### src/hw/rtl/assert_macros.svh
// ============================================================================
// assert_macros.svh
// Shared concurrent assertion macros for the RTL of the matrix scan block.
// ============================================================================
`ifndef ASSERT_MACROS_SVH
`define ASSERT_MACROS_SVH

// Same-cycle implication, checked while reset is released.
`define ASSERT_IMPLIES(label, clk, rst_n, ante, cons, msg) \
    label: assert property (@(posedge clk) disable iff (!rst_n) (ante) |-> (cons)) \
        else $error(msg);

// Next-cycle implication, checked while reset is released.
`define ASSERT_NEXT(label, clk, rst_n, ante, cons, msg) \
    label: assert property (@(posedge clk) disable iff (!rst_n) (ante) |=> (cons)) \
        else $error(msg);

`endif

### src/hw/rtl/rmfb_pkg.sv
// ============================================================================
// rmfb_pkg
// Types and fixed constants shared by the matrix frame buffer scan modules.
// ============================================================================
`default_nettype none

package rmfb_pkg;

    localparam int NUM_PLANES  = 3;
    localparam int DATA_W      = 64;
    localparam int MODE_W      = 3;
    localparam int COORD_W     = 6;
    localparam int COLOR_W     = 3;
    localparam int PLANE_SEL_W = 2;
    localparam int SCAN_ROW_W  = 5;
    localparam int BIT_POS_W   = 6;
    localparam int DWELL_W     = 16;

    localparam logic [DWELL_W-1:0] DWELL_RESET = 16'd150;

    // Plane order inside a stored row word.
    localparam int PLANE_RED   = 0;
    localparam int PLANE_GREEN = 1;
    localparam int PLANE_BLUE  = 2;

    // Bits of the colour mask.
    localparam int COLOR_BLUE_BIT  = 0;
    localparam int COLOR_GREEN_BIT = 1;
    localparam int COLOR_RED_BIT   = 2;

    typedef enum logic [MODE_W-1:0] {
        MODE_SET_PIXEL   = 3'd0,
        MODE_CLEAR_PIXEL = 3'd1,
        MODE_ROW_WRITE   = 3'd2,
        MODE_RAW_WRITE   = 3'd3,
        MODE_CLEAR_FRAME = 3'd4,
        MODE_SCAN_TICK   = 3'd5
    } mode_t;

    typedef enum logic {
        ST_IDLE = 1'b0,
        ST_EXEC = 1'b1
    } state_t;

    // Current scan position and what the next tick will report.
    typedef struct packed {
        logic [SCAN_ROW_W-1:0] scan_row;
        logic [BIT_POS_W-1:0]  bit_pos;
        logic                  lit;
        logic                  first_lit;
        logic                  frame_end;
    } scan_pos_t;

endpackage

`default_nettype wire

### src/hw/rtl/rmfb_scan.sv
// ============================================================================
// rmfb_scan
// Scan sequencer: column shift counter, lit dwell counter and row pair index.
// ============================================================================
`default_nettype none

module rmfb_scan #(
    parameter int PANEL_COLUMNS = 64,
    parameter int SCAN_PAIRS    = 32
) (
    input  wire                                clk,
    input  wire                                rst_n,
    input  wire                                advance,
    input  wire  [rmfb_pkg::DWELL_W-1:0]       dwell_ticks,
    output rmfb_pkg::scan_pos_t                pos
);

    logic [rmfb_pkg::SCAN_ROW_W-1:0] scan_row_reg, scan_row_next;
    logic [rmfb_pkg::BIT_POS_W-1:0]  bit_pos_reg, bit_pos_next;
    logic                            lit_reg, lit_next;
    logic [rmfb_pkg::DWELL_W-1:0]    dwell_count_reg, dwell_count_next;

    logic [rmfb_pkg::DWELL_W-1:0]    count_inc;
    logic [rmfb_pkg::DWELL_W-1:0]    limit;
    logic                            lit_end;
    logic                            last_pair;

    always_comb
    begin
        count_inc = dwell_count_reg + 1'b1;
        limit     = (dwell_ticks == '0) ? rmfb_pkg::DWELL_W'(1) : dwell_ticks;
        lit_end   = (count_inc == '0) || (count_inc >= limit);
        last_pair = ({1'b0, scan_row_reg} + 1'b1) >= (rmfb_pkg::SCAN_ROW_W+1)'(SCAN_PAIRS);

        pos.scan_row  = scan_row_reg;
        pos.bit_pos   = bit_pos_reg;
        pos.lit       = lit_reg;
        pos.first_lit = lit_reg && (dwell_count_reg == '0);
        pos.frame_end = lit_reg && lit_end && last_pair;
    end

    always_comb
    begin
        scan_row_next    = scan_row_reg;
        bit_pos_next     = bit_pos_reg;
        lit_next         = lit_reg;
        dwell_count_next = dwell_count_reg;
        if (advance)
        begin
            if (!lit_reg)
            begin
                if (bit_pos_reg == '0)
                begin
                    lit_next         = 1'b1;
                    dwell_count_next = '0;
                end
                else
                begin
                    bit_pos_next = bit_pos_reg - 1'b1;
                end
            end
            else if (lit_end)
            begin
                scan_row_next    = last_pair ? '0 : scan_row_reg + 1'b1;
                lit_next         = 1'b0;
                dwell_count_next = '0;
                bit_pos_next     = rmfb_pkg::BIT_POS_W'(PANEL_COLUMNS - 1);
            end
            else
            begin
                dwell_count_next = count_inc;
            end
        end
    end

    always_ff @(posedge clk or negedge rst_n)
    begin
        if (!rst_n)
        begin
            scan_row_reg    <= '0;
            bit_pos_reg     <= rmfb_pkg::BIT_POS_W'(PANEL_COLUMNS - 1);
            lit_reg         <= 1'b0;
            dwell_count_reg <= '0;
        end
        else
        begin
            scan_row_reg    <= scan_row_next;
            bit_pos_reg     <= bit_pos_next;
            lit_reg         <= lit_next;
            dwell_count_reg <= dwell_count_next;
        end
    end

endmodule

`default_nettype wire

### config.mk
export PLATFORM = sky130hd
export DESIGN_NAME = rmfb_scan
export DESIGN_NICKNAME = d
export VERILOG_FILES = /design/src/hw/rtl/assert_macros.svh /design/src/hw/rtl/rmfb_pkg.sv /design/src/hw/rtl/rmfb_scan.sv
export SDC_FILE = /design/constraint.sdc
export NUM_CORES = 1
export LEC_CHECK = 0
export ABC_AREA = 0
export BUFFER_PORTS_ARGS = -buffer_cell sky130_fd_sc_hd__buf_2
export CORE_MARGIN = 5
export CORE_UTILIZATION = 58
export CTS_BUF_LIST = sky130_fd_sc_hd__clkbuf_16
export DETAILED_ROUTE_END_ITERATION = 7
export GPL_ROUTABILITY_DRIVEN = 0
export GPL_TIMING_DRIVEN = 0
export HOLD_SLACK_MARGIN = 0.1
export PLACE_DENSITY = 0.85
export SYNTH_ARGS = -nofsm -noshare
export SYNTH_HDL_FRONTEND = slang
export SYNTH_SLANG_ARGS = --single-unit
### constraint.sdc
create_clock -name clk -period 4.32 [get_ports clk]
set_input_delay 0.864 -clock clk [delete_from_list [all_inputs] [get_ports clk]]
set_output_delay 0.864 -clock clk [all_outputs]
set_load 0.005 [all_outputs]
==> metrics.md <==
| Metric | Value |
|---|---|
| Detailed Place HPWL | 4040 microns |
| Share of post-route cells with drive strength above 1 | 25.9% |
| Clock latency reported for the late side of the worst-skew pair | 270 ps |
| Clock slew at the register clock pins of the worst setup and hold paths | ~80 ps |
| Number of synthesized flops with an enable pin | 0 |
| I/O pin count | 33 |
| Number of buffer and inverter stages on the critical path | 3 |
| Final-layout worst hold slack | 519 ps |
| Crit-path max FO | 10 |
| Area enclosed by the die boundary | between 0.005 and 0.006 sq mm |
| Critical path's largest stage delay | 490 ps |
| Syn nets | 290 |
| Number of synthesized register bits | 28 |
| Reg-to-reg setup timing slack | 960 ps |
| Via count | 2108 |
| First-pass GRT wire length | 9120 microns |
| Number of standard cells after synthesis | 250 |
| Final cell count without fillers | around 330 |
| Setup slack at placement | -274 ps |
| Static leakage | ~1.3 nW |
| Buffers from clock root to sink, at most | 2 |
| Initial DRC count | 247 |
| Crit. End Element | primary output |
| Top FF cell, synth | sky130_fd_sc_hd__dfrtp_1 |
| Cell with the most instances on the worst path | sky130_fd_sc_hd__buf_2 |
| Leading cell type in the layout, fill and taps excluded | sky130_fd_sc_hd__buf_2 |
| H-tree level count | 1 |
| Result of the run | complete, no violations |
| Post-synthesis cell type count | 60 |
| Final Hold Vio Count | 0 |
| PnR Total Power | approximately 1.2 mW |
| Yosys warns | 0 |
| Worst setup margin | 170 ps |
| Final global-route overflow total | 0 |
| Wire length per cell after detailed routing | 16.8 microns |
| Antenna diode count | 0 |
| Final critical-path required period | 4150 ps |
| Horizontal extent of the die | between 70 and 80 microns |
| Worst min path class | reg2reg |
| Worst path top cell family by delay | simple AND/OR/NAND/NOR gates |
| Vertical die dimension | 72.7 microns |
| Maximum achievable frequency | roughly 240 MHz |
| Slowest cell on the critical path | sky130_fd_sc_hd__a2111oi_1 |
| Number of instances in the placed design | 329 |
| Transition time at the pin with the least slew margin | roughly 630 ps |
| Data required time at the worst endpoint | 3460 ps |
| Commonest non-fill, non-tap cells in the layout | sky130_fd_sc_hd__buf_2, sky130_fd_sc_hd__inv_1, sky130_fd_sc_hd__nand2_1, sky130_fd_sc_hd__ha_1, sky130_fd_sc_hd__dfrtp_1 |
| Post-layout util | 71.2% |
| Number of nets in the final layout | about 330 |
| Sum of negative setup slack | 0 ps |
| Clk_skew | 13.4 ps |
| Placed Instance Area | ~0.0025 sq mm |
| Largest register FFs | 16 |
| Synthesized area per cell | 9.12 sq um |
| Routed wire length | 5610 microns |
| Crit Path Category | in2out |
| Initial antenna violation count | 0 |
| Setup repair after global routing missed its margin | no |
| Area overhead of the layout relative to synthesis | 16.8% |
| Startpoint class of the critical path | input port |
| Number of nets still failing antenna checks after routing | 0 |
| Pins Over Slew Limit | 0 |
| IR drop worst, VDD | 0.314 mV |
| Initial core utilization | 60.9% |
| # DRC | 0 |
| Fraction of registers with async set/reset | 100% |
| CTS tree | built |
| PortBufs | 31 |
| Total CTS buffers | 3 |
| Power density normalized to cell area | 441 mW/mm^2 |
| Max-capacitance violation count | 0 |
| Worst slew margin relative to its limit | 57.7% |
| Number of placement rows | 22 |
| Post-cts hold buffer count | 0 |
| Finished layout cell area | roughly 0.0027 sq mm |
| Worst EP arrival | 3290 ps |
| Core area | 0.00374 sq mm |
| Post-route clock period utilization | 96.1% |
| Chain of cells forming the critical path | buf_2 > nor4_1 > a41o_1 > ha_1 > nand2b_1 > a2111oi_1 > nor4_2 > nor3_1 > o31ai_2 > buf_4 > nor2_4 > nor2_1 > buf_2 |
| Pre-Repair DR Iteration Count | 4 |
| Number of global-route vias before repair | 1996 |
| Overall track demand over capacity in global routing | 21.6% |
| Maximum number of pins on one net before global-route repair | 29 |
| Root buffer cell | sky130_fd_sc_hd__clkbuf_16 |
| Vias per std cell | 6.31 |
| Total setup violations reported at the end of the flow | 0 |
| Clock tree sinks | 28 |
| Mapped cell area | 0.00228 sq mm |
| Part of the Yosys area used for sequential elements | 31.1% |
==> cells by family (layout without fill, tap and decap cells) <==
family / count (synthesis) / after routing / synth area share, %
adder cells (fa/ha/maj): 21 / 21 / 11.5
buffers and inverters: 34 / 70 / 6.92
multiplexers: 2 / 2 / 1.10
XOR/XNOR: 17 / 17 / 6.53
AND/OR/NAND/NOR: 93 / 93 / 24.0
AO/OA/AOI/OAI: 55 / 55 / 18.8
flip-flops: 28 / 28 / 31.1
==> cell type report <==
cell class	instances	area [sq um]
clock buffers	3	75.1
inverters	21	78.8
fillers	311	1080
clock inverters	1	30.0
repair buffers	32	163
multi-input cells	188	1460
plain buffers	13	82.6
well taps	48	60.1
flip-flops and latches	28	711
==> power breakdown <==
part	total, mW	internal (mW)	leakage (nW)	switching [mW]
sequential	0.424	0.342	0.357	0.0820
combinational	0.475	0.214	0.850	0.261
clock	0.276	0.185	0.0511	0.0914
==> worst paths after layout <==
check,startpoint,endpoint,depth (start not counted)
max,dwell_ticks[8],pos[0],13
min,bit_pos_reg[4],bit_pos_reg[4],2
max reg2reg,dwell_count_reg[5],scan_row_reg[1],11
min reg2reg,bit_pos_reg[4],bit_pos_reg[4],2
max in group asynchronous,rst_n,dwell_count_reg[1],1
min in group asynchronous,rst_n,scan_row_reg[1],1
==> worst reg2reg max path, stage by stage, from the launching register on <==
cell and delay [ps]:
sky130_fd_sc_hd__dfrtp_1 530, sky130_fd_sc_hd__nand4_4 230, sky130_fd_sc_hd__nor3_1 230, sky130_fd_sc_hd__xor2_1 340
sky130_fd_sc_hd__ha_1 310, sky130_fd_sc_hd__a211oi_1 210, sky130_fd_sc_hd__o21ai_0 160, sky130_fd_sc_hd__nor3_1 290
sky130_fd_sc_hd__o31ai_2 130, sky130_fd_sc_hd__buf_4 200, sky130_fd_sc_hd__o21ai_4 290, sky130_fd_sc_hd__mux2_4 330
==> routing by layer <==
| layer | track usage (%) | routed length (microns) | vias to the layer above |
|---|---|---|---|
| li1 | - | - | 1007 |
| met1 | 28.2 | 2360 | 1020 |
| met2 | 36.7 | 2790 | 69 |
| met3 | 3.99 | 360 | 12 |
| met4 | 5.74 | 99 | 0 |
| met5 | 0 | 0 | - |
==> repair_timing <==
item | 4_1_cts | 5_1_grt
endpoints found under the hold margin | 0 | 0
gates resized for setup | 6 | 10
setup endpoints to repair | 1 | 1
buffers inserted | 1 | 0
pin swaps | 1 | 0
==> cell usage after synthesis (all sizes together), types with 2 or more instances <==
cell type	number	area, sq um
inv	21	78.8
o211ai	3	22.5
and3	4	26.3
xor2	6	52.6
or3	3	25.0
nor4	12	90.1
o2bb2ai	2	17.5
a21oi	11	55.1
dfrtp	22	551
nand2b	6	37.5
o21ai	8	51.3
nor2	13	51.3
ha	21	263
dfstp	6	158
nor3	6	30.0
buf	9	63.8
nor3b	2	15.0
clkbuf	4	15.0
o22ai	2	12.5
nor4b	2	17.5
o31ai	2	15.0
or4	3	26.3
nand2	22	82.6
and4	2	17.5
a211oi	2	15.0
a31oi	2	12.5
a22o	3	26.3
a32o	8	80.1
xnor2	11	96.3
nand3	8	45.0
a21o	2	15.0
nand4	5	46.3
(Power assumes the default switching activity.)
